File: src/rtl/core/gtpde_pkg.sv
// ----------------------------------------------------------------------------
// gtpde_pkg: shared types and constants of the downlink encapsulator
// Item layouts, verdict and cause codes, register indexes, header constants.
// ----------------------------------------------------------------------------
package gtpde_pkg;

  // input item, last field (frame_len) in the lowest bits
  typedef struct packed {
    logic [47:0] own_mac;
    logic [47:0] next_hop_mac;
    logic [7:0]  flow_id;
    logic [31:0] peer_address;
    logic [31:0] tunnel_teid;
    logic [1:0]  session_status;
    logic [15:0] inner_total_len;
    logic [31:0] udp_port_pair;
    logic [7:0]  ip_proto;
    logic [7:0]  version_ihl;
    logic [15:0] ether_type;
    logic [15:0] frame_len;
  } in_item_t;

  localparam int unsigned InItemWidth = $bits(in_item_t);
  localparam int unsigned InDataWidth = ((InItemWidth + 7) / 8) * 8;
  localparam int unsigned NumWords    = 8;
  localparam int unsigned WordIdxW    = $clog2(NumWords);
  localparam int unsigned OutUserW    = 8;

  typedef enum logic [1:0] {
    VERDICT_PASS    = 2'd0,
    VERDICT_DROP    = 2'd1,
    VERDICT_FORWARD = 2'd2
  } verdict_t;

  typedef enum logic [2:0] {
    CAUSE_NONE       = 3'd0,
    CAUSE_SHORT      = 3'd1,
    CAUSE_ALREADY    = 3'd2,
    CAUSE_NO_SESSION = 3'd3,
    CAUSE_INACTIVE   = 3'd4,
    CAUSE_OVERSIZE   = 3'd5,
    CAUSE_NO_SOURCE  = 3'd6
  } cause_t;

  // session lookup status codes
  localparam logic [1:0] SESSION_MISSING = 2'd0;
  localparam logic [1:0] SESSION_ACTIVE  = 2'd2;

  // configuration register indexes
  localparam logic CFG_LINK_MTU       = 1'b0;
  localparam logic CFG_SOURCE_ADDRESS = 1'b1;

  // protocol constants
  localparam logic [15:0] ETH_TYPE_IPV4  = 16'h0800;
  localparam logic [3:0]  IP_VERSION4    = 4'd4;
  localparam logic [7:0]  IP_PROTO_UDP   = 8'd17;
  localparam logic [15:0] GTPU_PORT      = 16'd2152;
  localparam logic [15:0] DEFAULT_MTU    = 16'd1500;
  localparam logic [15:0] MIN_FRAME_LEN  = 16'd38;
  localparam logic [7:0]  IP_VER_IHL     = 8'h45;
  localparam logic [7:0]  IP_TTL         = 8'd64;
  localparam logic [7:0]  GTPU_FLAGS     = 8'h34;
  localparam logic [7:0]  GTPU_MSG_GPDU  = 8'hFF;
  localparam logic [7:0]  EXT_PDU_SESS   = 8'h85;
  localparam logic [7:0]  EXT_LEN_ONE    = 8'h01;
  localparam logic [7:0]  QFI_DEFAULT    = 8'd9;
  localparam logic [7:0]  QFI_MASK       = 8'h3F;
  localparam logic [15:0] IP_LEN_ADD     = 16'd44;
  localparam logic [15:0] UDP_LEN_ADD    = 16'd24;
  localparam logic [15:0] GTP_LEN_ADD    = 16'd8;
  // frame_len - 14 + 44
  localparam logic [16:0] FRAME_GROWTH   = 17'd30;

  // one decided frame: verdict, cause and the outer header words
  typedef struct packed {
    verdict_t                   verdict;
    cause_t                     cause;
    logic [NumWords-1:0][63:0]  words;
  } frame_t;

endpackage

File: src/rtl/core/gtpde_decide.sv
// ----------------------------------------------------------------------------
// gtpde_decide: verdict and outer header builder
// Checks one frame in priority order and builds the 58-byte outer header.
// ----------------------------------------------------------------------------
module gtpde_decide (
  input  gtpde_pkg::in_item_t item,
  input  logic [15:0]         egress_mtu,
  input  logic [31:0]         source_address,
  output gtpde_pkg::frame_t   frame
);

  localparam int unsigned NumWordsLocal = gtpde_pkg::NumWords;

  logic [3:0]  ihl;
  logic [15:0] port_reach;
  logic        ports_gtp;
  logic        already_gtp;
  logic [15:0] mtu;
  logic [16:0] outer_len;
  logic [15:0] tot_len;
  logic [15:0] udp_len;
  logic [15:0] gtp_len;
  logic [7:0]  qfi;
  logic [19:0] cs_sum;
  logic [16:0] cs_fold1;
  logic [15:0] cs_fold2;
  logic [15:0] cs;
  logic [NumWordsLocal-1:0][63:0] hdr;

  // udp port check, only when the ports lie inside the frame
  assign ihl         = item.version_ihl[3:0];
  assign port_reach  = 16'd18 + {10'd0, ihl, 2'b00};
  assign ports_gtp   = (item.udp_port_pair[15:0] == gtpde_pkg::GTPU_PORT) ||
                       (item.udp_port_pair[31:16] == gtpde_pkg::GTPU_PORT);
  assign already_gtp = (item.ip_proto == gtpde_pkg::IP_PROTO_UDP) && (ihl >= 4'd5) &&
                       (port_reach <= item.frame_len) && ports_gtp;

  // size check against the link mtu
  assign mtu       = (egress_mtu != 16'd0) ? egress_mtu : gtpde_pkg::DEFAULT_MTU;
  assign outer_len = {1'b0, item.frame_len} + gtpde_pkg::FRAME_GROWTH;

  // wrapped length fields and flow id
  assign tot_len = item.inner_total_len + gtpde_pkg::IP_LEN_ADD;
  assign udp_len = item.inner_total_len + gtpde_pkg::UDP_LEN_ADD;
  assign gtp_len = item.inner_total_len + gtpde_pkg::GTP_LEN_ADD;
  assign qfi     = ((item.flow_id != 8'd0) ? item.flow_id : gtpde_pkg::QFI_DEFAULT) &
                   gtpde_pkg::QFI_MASK;

  // ipv4 header checksum, zero words left out of the sum
  assign cs_sum   = {4'd0, gtpde_pkg::IP_VER_IHL, 8'h00} +
                    {4'd0, gtpde_pkg::IP_TTL, gtpde_pkg::IP_PROTO_UDP} +
                    {4'd0, tot_len} +
                    {4'd0, source_address[31:16]} + {4'd0, source_address[15:0]} +
                    {4'd0, item.peer_address[31:16]} + {4'd0, item.peer_address[15:0]};
  assign cs_fold1 = {1'b0, cs_sum[15:0]} + {13'd0, cs_sum[19:16]};
  assign cs_fold2 = cs_fold1[15:0] + {15'd0, cs_fold1[16]};
  assign cs       = ~cs_fold2;

  // outer header, first byte most significant
  assign hdr[0] = {item.next_hop_mac, item.own_mac[47:32]};
  assign hdr[1] = {item.own_mac[31:0], gtpde_pkg::ETH_TYPE_IPV4, gtpde_pkg::IP_VER_IHL, 8'h00};
  assign hdr[2] = {tot_len, 16'h0000, 16'h0000, gtpde_pkg::IP_TTL, gtpde_pkg::IP_PROTO_UDP};
  assign hdr[3] = {cs, source_address, item.peer_address[31:16]};
  assign hdr[4] = {item.peer_address[15:0], gtpde_pkg::GTPU_PORT, gtpde_pkg::GTPU_PORT,
                   udp_len};
  assign hdr[5] = {16'h0000, gtpde_pkg::GTPU_FLAGS, gtpde_pkg::GTPU_MSG_GPDU, gtp_len,
                   item.tunnel_teid[31:16]};
  assign hdr[6] = {item.tunnel_teid[15:0], 24'h000000, gtpde_pkg::EXT_PDU_SESS,
                   gtpde_pkg::EXT_LEN_ONE, 8'h00};
  assign hdr[7] = {qfi, 8'h00, 48'h0};

  // decision in priority order
  always_comb begin
    frame.verdict = gtpde_pkg::VERDICT_DROP;
    frame.cause   = gtpde_pkg::CAUSE_NONE;
    frame.words   = '0;
    if (item.frame_len < gtpde_pkg::MIN_FRAME_LEN) begin
      frame.cause = gtpde_pkg::CAUSE_SHORT;
    end else if ((item.ether_type != gtpde_pkg::ETH_TYPE_IPV4) ||
                 (item.version_ihl[7:4] != gtpde_pkg::IP_VERSION4)) begin
      frame.verdict = gtpde_pkg::VERDICT_PASS;
    end else if (already_gtp) begin
      frame.verdict = gtpde_pkg::VERDICT_PASS;
      frame.cause   = gtpde_pkg::CAUSE_ALREADY;
    end else if (item.session_status == gtpde_pkg::SESSION_MISSING) begin
      frame.cause = gtpde_pkg::CAUSE_NO_SESSION;
    end else if ((item.session_status != gtpde_pkg::SESSION_ACTIVE) ||
                 (item.tunnel_teid == 32'd0)) begin
      frame.cause = gtpde_pkg::CAUSE_INACTIVE;
    end else if (outer_len > {1'b0, mtu}) begin
      frame.cause = gtpde_pkg::CAUSE_OVERSIZE;
    end else if (source_address == 32'd0) begin
      frame.cause = gtpde_pkg::CAUSE_NO_SOURCE;
    end else begin
      frame.verdict = gtpde_pkg::VERDICT_FORWARD;
      frame.words   = hdr;
    end
  end

endmodule

File: src/rtl/core/gtpde_serializer.sv
// ----------------------------------------------------------------------------
// gtpde_serializer: frame register and word sequencer
// Holds one decided frame and hands out its words one per cycle while out_ready is high.
// ----------------------------------------------------------------------------
module gtpde_serializer (
  input  logic                                   clk,
  input  logic                                   rst,
  input  logic                                   in_valid,
  output logic                                   in_ready,
  input  gtpde_pkg::frame_t                      frame,
  output logic                                   out_valid,
  input  logic                                   out_ready,
  output gtpde_pkg::verdict_t                    out_verdict,
  output gtpde_pkg::cause_t                      out_cause,
  output logic [63:0]                            out_word,
  output logic [gtpde_pkg::WordIdxW-1:0]         out_index,
  output logic                                   out_last
);

  logic                                 fvalid;
  gtpde_pkg::frame_t                    held;
  logic [gtpde_pkg::WordIdxW-1:0]       count;
  logic                                 take;
  logic                                 load;

  // a single item for pass or drop, eight words when forwarding
  assign out_last  = (held.verdict != gtpde_pkg::VERDICT_FORWARD) ||
                     (count == gtpde_pkg::WordIdxW'(gtpde_pkg::NumWords - 1));
  assign out_valid = fvalid;
  assign take      = fvalid && out_ready;
  assign in_ready  = !fvalid || (out_ready && out_last);
  assign load      = in_valid && in_ready;

  assign out_verdict = held.verdict;
  assign out_cause   = held.cause;
  assign out_word    = held.words[count];
  assign out_index   = count;

  // valid flag and word counter
  always_ff @(posedge clk) begin
    if (rst) begin
      fvalid <= 1'b0;
      count  <= '0;
    end else begin
      if (load) begin
        fvalid <= 1'b1;
        count  <= '0;
      end else if (take) begin
        if (out_last) begin
          fvalid <= 1'b0;
        end
        count <= count + 1'b1;
      end
    end
  end

  // frame payload
  always_ff @(posedge clk) begin
    if (load) begin
      held <= frame;
    end
  end

endmodule

File: src/rtl/core/gtpde_cfg_regs.sv
// ----------------------------------------------------------------------------
// gtpde_cfg_regs: configuration registers
// Link MTU and outer source address, written through the config channel.
// ----------------------------------------------------------------------------
module gtpde_cfg_regs (
  input  logic        clk,
  input  logic        rst,
  input  logic        cfg_valid,
  output logic        cfg_ready,
  input  logic        cfg_index,
  input  logic [31:0] cfg_data,
  output logic [15:0] egress_mtu,
  output logic [31:0] source_address
);

  assign cfg_ready = 1'b1;

  // register writes
  always_ff @(posedge clk) begin
    if (rst) begin
      egress_mtu     <= '0;
      source_address <= '0;
    end else if (cfg_valid) begin
      unique case (cfg_index)
        gtpde_pkg::CFG_LINK_MTU:       egress_mtu     <= cfg_data[15:0];
        gtpde_pkg::CFG_SOURCE_ADDRESS: source_address <= cfg_data;
        default:                       ;
      endcase
    end
  end

endmodule

File: src/rtl/core/gtp_downlink_encapsulator_core.sv
// ----------------------------------------------------------------------------
// gtp_downlink_encapsulator_core: GTP-U downlink encapsulation top level
// Decides pass, drop or forward per frame and emits the outer header words.
// ----------------------------------------------------------------------------
// Usage
//   s_* carries one item per frame: parsed header fields plus the session
//   lookup result. m_* returns results: tdata is the header word, tuser
//   holds verdict, cause and word index, tlast marks the final result.
//   cfg_* writes egress_mtu (index 0) and source_address (index 1); write
//   only while no frame is in flight.
// Timing
//   An accepted item is registered in the input register, decided and loaded
//   into the frame register, whose first result is shown from then on. Pass
//   and drop frames give one result and flow at one item per cycle while
//   m_tready is high; a forwarded frame gives eight words, one per cycle
//   while m_tready is high, and the word sequencer takes no new frame
//   until its last word is taken.
// Reset and stall
//   Reset empties both stages and clears the registers to zero (mtu 1500,
//   no source, so encapsulation drops). When m_tready is low the current
// word holds; the input register still takes one more item if it is empty.
// ----------------------------------------------------------------------------
module gtp_downlink_encapsulator_core (
  input  logic                                clk,
  input  logic                                rst,
  // frame_len, ether_type, version_ihl, ip_proto, udp_port_pair,
  // inner_total_len, session_status, tunnel_teid, peer_address, flow_id,
  // next_hop_mac, own_mac, zero padding
  input  logic [gtpde_pkg::InDataWidth-1:0]   s_tdata,
  input  logic                                s_tvalid,
  output logic                                s_tready,
  // header_word
  output logic [63:0]                         m_tdata,
  // verdict, cause, word_index
  output logic [gtpde_pkg::OutUserW-1:0]      m_tuser,
  output logic                                m_tlast,
  output logic                                m_tvalid,
  input  logic                                m_tready,
  input  logic                                cfg_valid,
  output logic                                cfg_ready,
  input  logic                                cfg_index,
  input  logic [31:0]                         cfg_data
);

  logic                                ivalid;
  gtpde_pkg::in_item_t                 item;
  logic [15:0]                         egress_mtu;
  logic [31:0]                         source_address;
  gtpde_pkg::frame_t                   frame;
  logic                                ser_ready;
  gtpde_pkg::verdict_t                 out_verdict;
  gtpde_pkg::cause_t                   out_cause;
  logic [gtpde_pkg::WordIdxW-1:0]      out_index;

  gtpde_cfg_regs u_cfg (
    .clk            (clk),
    .rst            (rst),
    .cfg_valid      (cfg_valid),
    .cfg_ready      (cfg_ready),
    .cfg_index      (cfg_index),
    .cfg_data       (cfg_data),
    .egress_mtu     (egress_mtu),
    .source_address (source_address)
  );

  // input register
  assign s_tready = !ivalid || ser_ready;

  always_ff @(posedge clk) begin
    if (rst) begin
      ivalid <= 1'b0;
    end else if (s_tready) begin
      ivalid <= s_tvalid;
    end
  end

  always_ff @(posedge clk) begin
    if (s_tvalid && s_tready) begin
      item <= gtpde_pkg::in_item_t'(s_tdata[gtpde_pkg::InItemWidth-1:0]);
    end
  end

  gtpde_decide u_decide (
    .item           (item),
    .egress_mtu     (egress_mtu),
    .source_address (source_address),
    .frame          (frame)
  );

  gtpde_serializer u_ser (
    .clk         (clk),
    .rst         (rst),
    .in_valid    (ivalid),
    .in_ready    (ser_ready),
    .frame       (frame),
    .out_valid   (m_tvalid),
    .out_ready   (m_tready),
    .out_verdict (out_verdict),
    .out_cause   (out_cause),
    .out_word    (m_tdata),
    .out_index   (out_index),
    .out_last    (m_tlast)
  );

  // result sideband
  assign m_tuser = {out_index, out_cause, out_verdict};

endmodule

File: config.mk
export PLATFORM = sky130hd
export DESIGN_NAME = gtp_downlink_encapsulator_core
export DESIGN_NICKNAME = d
export VERILOG_FILES = /design/src/rtl/core/gtpde_pkg.sv /design/src/rtl/core/gtpde_decide.sv /design/src/rtl/core/gtpde_serializer.sv /design/src/rtl/core/gtpde_cfg_regs.sv /design/src/rtl/core/gtp_downlink_encapsulator_core.sv
export SDC_FILE = /design/constraint.sdc
export NUM_CORES = 1
export LEC_CHECK = 0
export ABC_CLOCK_PERIOD_IN_PS = 55200
export BUFFER_PORTS_ARGS = -buffer_cell sky130_fd_sc_hd__buf_2
export CAP_MARGIN = 5
export CORE_UTILIZATION = 49
export CTS_CLUSTER_SIZE = 16
export DETAILED_ROUTE_END_ITERATION = 7
export HOLD_SLACK_MARGIN = 0.1
export PLACE_DENSITY = 0.73
export SLEW_MARGIN = 20
export SYNTH_ARGS = -nofsm -noshare
export SYNTH_HDL_FRONTEND = slang
export SYNTH_HIERARCHICAL = 1
export SYNTH_SLANG_ARGS = --single-unit
File: constraint.sdc
create_clock -name clk -period 55.2 [get_ports clk]
set_input_delay 5.52 -clock clk [delete_from_list [all_inputs] [get_ports clk]]
set_output_delay 5.52 -clock clk [all_outputs]
set_load 0.02 [all_outputs]
Word-level counts from Yosys, hierarchy flattened
Cells that the tools add are included.
{ "word_totals": {"romBits": 0, "latch_bits": 0, "input_bits": 310, "ram_bits": 0, "regBits": 836, "memories": 0, "elab_cells": 120} }
{ "classes": {"reduce_logical": 31, "n_div": 0, "addsub": 13, "mux": 23, "n_eq_ne": 8, "n_mul": 0, "bitwise": 3, "shifts": 0, "magnitude_cmp": 5} }
{ "ops": {"columns": ["operator", "count"], "rows": [
  ["2-to-1 mux 510 bit", 4],
  ["2-to-1 mux 513 bit", 1],
  ["2-to-1 mux 512 bit", 1],
  ["binary-select mux 64 bit (select 3 bit)", 1],
  ["adder 20 x 16 -> 20 bit", 4],
  ["logical NOT 32 bit", 2],
  ["2-to-1 mux 64 bit", 1],
  ["== test 16 x 12 -> 1 bit, second input constant", 2],
  ["adder 16 x 16 -> 17 bit, first input constant", 1],
  ["adder 16 x 4 -> 17 bit", 1],
  ["adder 16 x 5 -> 17 bit, second input constant", 1],
  ["greater-than comparator 17 x 16 -> 1 bit", 1],
  ["adder 16 x 1 -> 16 bit", 1],
  ["adder 16 x 4 -> 16 bit, second input constant", 1],
  ["adder 16 x 5 -> 16 bit, second input constant", 1],
  ["adder 16 x 6 -> 16 bit, second input constant", 1],
  ["less-or-equal comparator 16 bit", 1],
  ["< comparator 16 x 6 -> 1 bit, second input constant", 1],
  ["2-to-1 mux 16 bit", 1],
  ["!= test 16 x 12 -> 1 bit, second input constant", 1],
  ["inverter 16 bit", 1],
  ["nonzero test 16 bit", 1],
  ["2-to-1 mux 3 bit", 4],
  ["== test 8 x 5 -> 1 bit, second input constant", 1],
  ["24 further kinds", 48]
]} }

Longest topological paths before layout
{ "depth": {"word_depth": 15, "depth_mapped": 39, "depth_no_buf": 39} }

Cells and area by module
The synthesis kept the hierarchy.
{ "modules_own_cells": {"columns": ["module", "n_inst", "area_each_um2", "seq_area_each_um2", "cells_each"], "rows": [
  ["gtpde_serializer", 1, 19595.0, 15605.0, 771],
  ["gtpde_decide", 1, 8296.7, 0.0, 1208],
  ["gtp_downlink_encapsulator_core", 1, 8042.7, 8007.7, 271],
  ["gtpde_cfg_regs", 1, 2070.7, 960.9, 201]
]} }

Worst setup path before layout
Ideal clock, no wire load.
{ "synth_timing": {"path_kind": "input to register", "start": "in m_tready", "end": "reg u_ser/held[0] in the netlist's numbering, enable pin", "arrival_ns": 44.178, "slack_ns": 8.691, "t_required_ns": 52.869, "n_path_buf": 0, "path_stages": 2, "cell_sequence": "nor2b_1 -> a311oi_1"} }
{ "synth_between": {"elab_chain_cells": 3} }
{ "synth_lines": {"columns": ["element", "line_no", "rtl"], "rows": [
  ["start, declared", "gtp_downlink_encapsulator_core.sv:38", "input logic m_tready,"],
  ["logical AND 1 bit", "gtpde_serializer.sv:31", "assign in_ready = !fvalid || (out_ready && out_last);"],
  ["logical OR 1 bit", "gtpde_serializer.sv:31", null],
  ["logical AND 1 bit", "gtpde_serializer.sv:32", "assign load = in_valid && in_ready;"],
  ["net u_ser.load", "gtpde_serializer.sv:24", "logic load;"],
  ["end signal, assigned", "gtpde_serializer.sv:60", "held <= frame;"],
  ["end, declared", "gtpde_serializer.sv:21", "gtpde_pkg::frame_t held;"]
]} }
The timed path passes the listed nets, and every way through them passes these cells.
A chain may end at the register's enable or synchronous reset.

Worst setup path in the final report
{ "layout_timing": {"start": "in m_tready", "end": "out s_tready"} }
{ "layout_between": {"elab_chain_cells": 3} }
{ "layout_lines": {"columns": ["element", "line_no", "rtl"], "rows": [
  ["logical AND 1 bit", "gtpde_serializer.sv:31", null],
  ["logical OR 1 bit", "gtpde_serializer.sv:31", null],
  ["net ser_ready", "gtp_downlink_encapsulator_core.sv:50", "logic ser_ready;"],
  ["logical OR 1 bit", "gtp_downlink_encapsulator_core.sv:67", "assign s_tready = !ivalid || ser_ready;"],
  ["end, declared", "gtp_downlink_encapsulator_core.sv:31", "output logic s_tready,"]
]} }
The timed path passes the listed nets, and every way through them passes these cells.

==> results.md <==
* Fmax at about 86 MHz
* FFs w/ async S/R, synth at 0%
* Netlist Area Pre-Place at ~38,000 µm²
* CP max FO at 4
* Pwr dens at 36.97 nW/µm²
* HP Class: register to register
* Die ar. at 78,680 µm²
* Pin count of the biggest net entering global routing at around 120
* Status: complete, no violations
* Num CTS Buffers at between 80 and 90
* WL per Instance at 21.26 µm
* Total setup buffers inserted after CTS at 0
* Commonest non-fill, non-tap cell in the layout: edfxtp_1
* First-pass GRT wire length at 121,900 µm
* Placed cells at approximately 3.7k
* Worst Setup SP: m_tready
* Global placement routability congestion at between 0.8 and 0.9
* Worst-path clk slew at about 0.060 ns
* Clock root cell: clkbuf_16
* Busiest metal layer after global routing: met2
* Main flop type after synthesis: edfxtp_1
* Yosys top cell by area: edfxtp_1
* Sum Neg Setup Slack at 0 ns
* WP data required at between 40 and 50 ns
* Syn avg cell area at 15.51 µm²
* CTS tree: done
* Antenna-violating nets left at 0
* Synth top area share at between 60 and 70%
* Vias at 19.69k
* RSZ-0062 raised after global routing: no
* Crit path capture type: output pin
* Least-Margin Pin Slew at 1.085 ns
* R2r startpoint: item[84]
* Crit Path Class: primary input to output pin
* Startpoint of the worst hold path: u_cfg/egress_mtu[8]
* GRT overflow at 0
* Skew final at ~0.044 ns
* Post-synth EDFFs at slightly below 800
* Initial antenna violation count at 9
* Slew Limit Fails at 0
* Reg power frac at around 47%
* GR Util met2 at between 30% and 40%
* NetSw at roughly 0.4 mW
* Worst EP arrival at between 6 and 7 ns
* Core Area at ~76,000 µm²
* IO Count at 386
* Drt initial violations at roughly 1.6k
* Normalized max-slew margin at 27.67%
* # DRC at 0
* GRT Util Overall at 21.22%
* Die X-Extent at 280.5 µm
* Maxcap violations at 0
* Area Overhead vs Synth at 12.19%
* TritonRoute pass-1 iters at 5
* CP Launch Type: primary input
* Mean number of vias per cell at approximately 5.0
* Seq. cell area at around 25,000 µm²
* Fin crit share at 21.02%
* Port Buffers at roughly 380
* Post-layout min period at around 12 ns
* Comb power frac at between 10% and 20%
* Area after DPL at just under 40,000 µm²
* Initial Utilization at 49.79%
* Detailed Place HPWL at a little under 60,000 µm
* Most frequent cells in the layout: edfxtp_1, buf_2, conb_1
* Cell count after synthesis at ~2.5k
* Yosys reg bits at roughly 840
* DIE HEIGHT at about 280 µm
* Multi-input logic area at roughly 11,000 µm²
* Top post-synthesis cells by area: edfxtp_1, mux4_2, buf_4
* Share of layout cells above drive strength 1 at between 20% and 30%
* Non-Filler Instances at 3,905
* Setup violators final at 0
* Number of global-route vias before repair at roughly 20k
* GR Util met1 at between 20% and 30%
* Fillers at 6,089
* Post-Layout Inst Area at around 43,000 µm²
* Internal cell power at 1.175 mW
* Net Sw Frac at 25.45%
* Final layout net count at 3,227
* FP Rows at around 100
* Yosys warns at 6
* Max clock buf depth at 3
* Fin Hold WS at between 0.5 and 0.6 ns
* Worst-Skew Late Latency at 0.64 ns
* Routing usage on met3 at about 4.2%
* Clock share of power at a little under two fifths
* Hold buffers post-CTS at 0
* LEAKAGE at approximately 16 nW
* H-tree levels at 3
* Hold Vio Cnt, Final at 0
* Yosys cell types at 75
* Final wirelength at between 80,000 and 90,000 µm
* Resized Gates After CTS at 0
* VDD IR max at slightly below 30 µV
* Final core utilization at a little under three fifths
* CTS sink cnt at around 840
* Seq/Total Area, Yosys at 64.66%
==> power by group through the flow <==
stage | combinational [mW] | clock (mW) | sequential [mW]
floorplan | 0.190 | 0 | 0.782
global placement | 0.237 | 0 | 0.756
detailed placement | 0.242 | 0 | 0.758
CTS | 0.243 | 0.602 | 0.745
global route | 0.269 | 0.625 | 0.747
finish | 0.244 | 0.589 | 0.744
==> logic make-up after synthesis <==
group                    Yosys count  synth area share [%]
AO/OA/AOI/OAI                    108                 2.025
XOR/XNOR                          81                 1.886
adder cells (fa/ha/maj)          116                 4.787
buffers and inverters            533                 8.323
flip-flops                       836                 64.66
multiplexers                     226                 10.38
other                              2               0.01976
AND/OR/NAND/NOR                  549                 7.924
==> per-stage QoR <==
| stage | power, mW | setup WS (ns) |
|---|---|---|
| final | 1.576 | 43.60 |
| after global routing | 1.641 | 43.57 |
| after CTS | 1.590 | 43.59 |
| after detailed placement | 0.9996 | 43.60 |
| after global placement | 0.9929 | 43.59 |
| after floorplan | 0.9724 | 8.691 |
==> layout make-up <==
class / count / area share (%)
multi-input combinational: 1301 / 26.06
timing repair buffer: 396 / 4.863
sequential: 836 / 57.66
antenna: 3 / 0.01761
inverter: 177 / 1.564
tap: 1030 / 3.023
clock inverter: 49 / 1.162
clock buffer: 113 / 5.652
==> final timing paths <==
| check | end | slack [ns] | cells after the start |
|---|---|---|---|
| setup / recovery | s_tready | 43.60 | 5 |
| hold / removal | u_cfg/egress_mtu[8] | 0.50 | 2 |
| setup reg to reg | u_ser/held[255] | 45.82 | 36 |
| hold reg to reg | u_cfg/egress_mtu[8] | 0.50 | 2 |
==> worst max-delay path, stage by stage <==
cell and delay [ns]:
buf_2 0.13, nand2_1 0.06, nand2_1 0.05, nand2b_4 0.16
buf_2 0.16
==> synth_stat cells (9+ instances only) <==
cell / n
edfxtp_1: 783
buf_4: 268
inv_1: 176
and2_1: 165
nor2_1: 151
mux4_2: 128
ha_1: 67
mux2_2: 64
nand2b_1: 54
dfxtp_1: 53
xnor2_1: 52
fa_1: 49
mux2i_1: 34
a21oi_1: 33
nand3_1: 33
nor4_1: 29
buf_2: 28
xor2_1: 28
clkbuf_1: 26
nand2_1: 26
nand4_1: 21
nor3_1: 20
buf_6: 15
o21ai_0: 15
a21bo_2: 14
buf_1: 12
a21o_1: 9
==> flip-flops by register name, summed over array words and instances (netlist names) <==
signal / count
ivalid: 1
u_cfg/egress_mtu: 16
u_ser/held: 512
u_ser/out_verdict: 2
u_cfg/source_address: 32
u_ser/out_valid: 1
u_ser/out_cause: 3
item: 266
u_ser/out_index: 3
==> layer usage <==
metal,wire length (µm),vias up
li1,-,9113
met1,33940,9781
met2,41290,658
met3,5339,126
met4,2357,12
met5,73,-
Power figures use the tool's default switching activity.
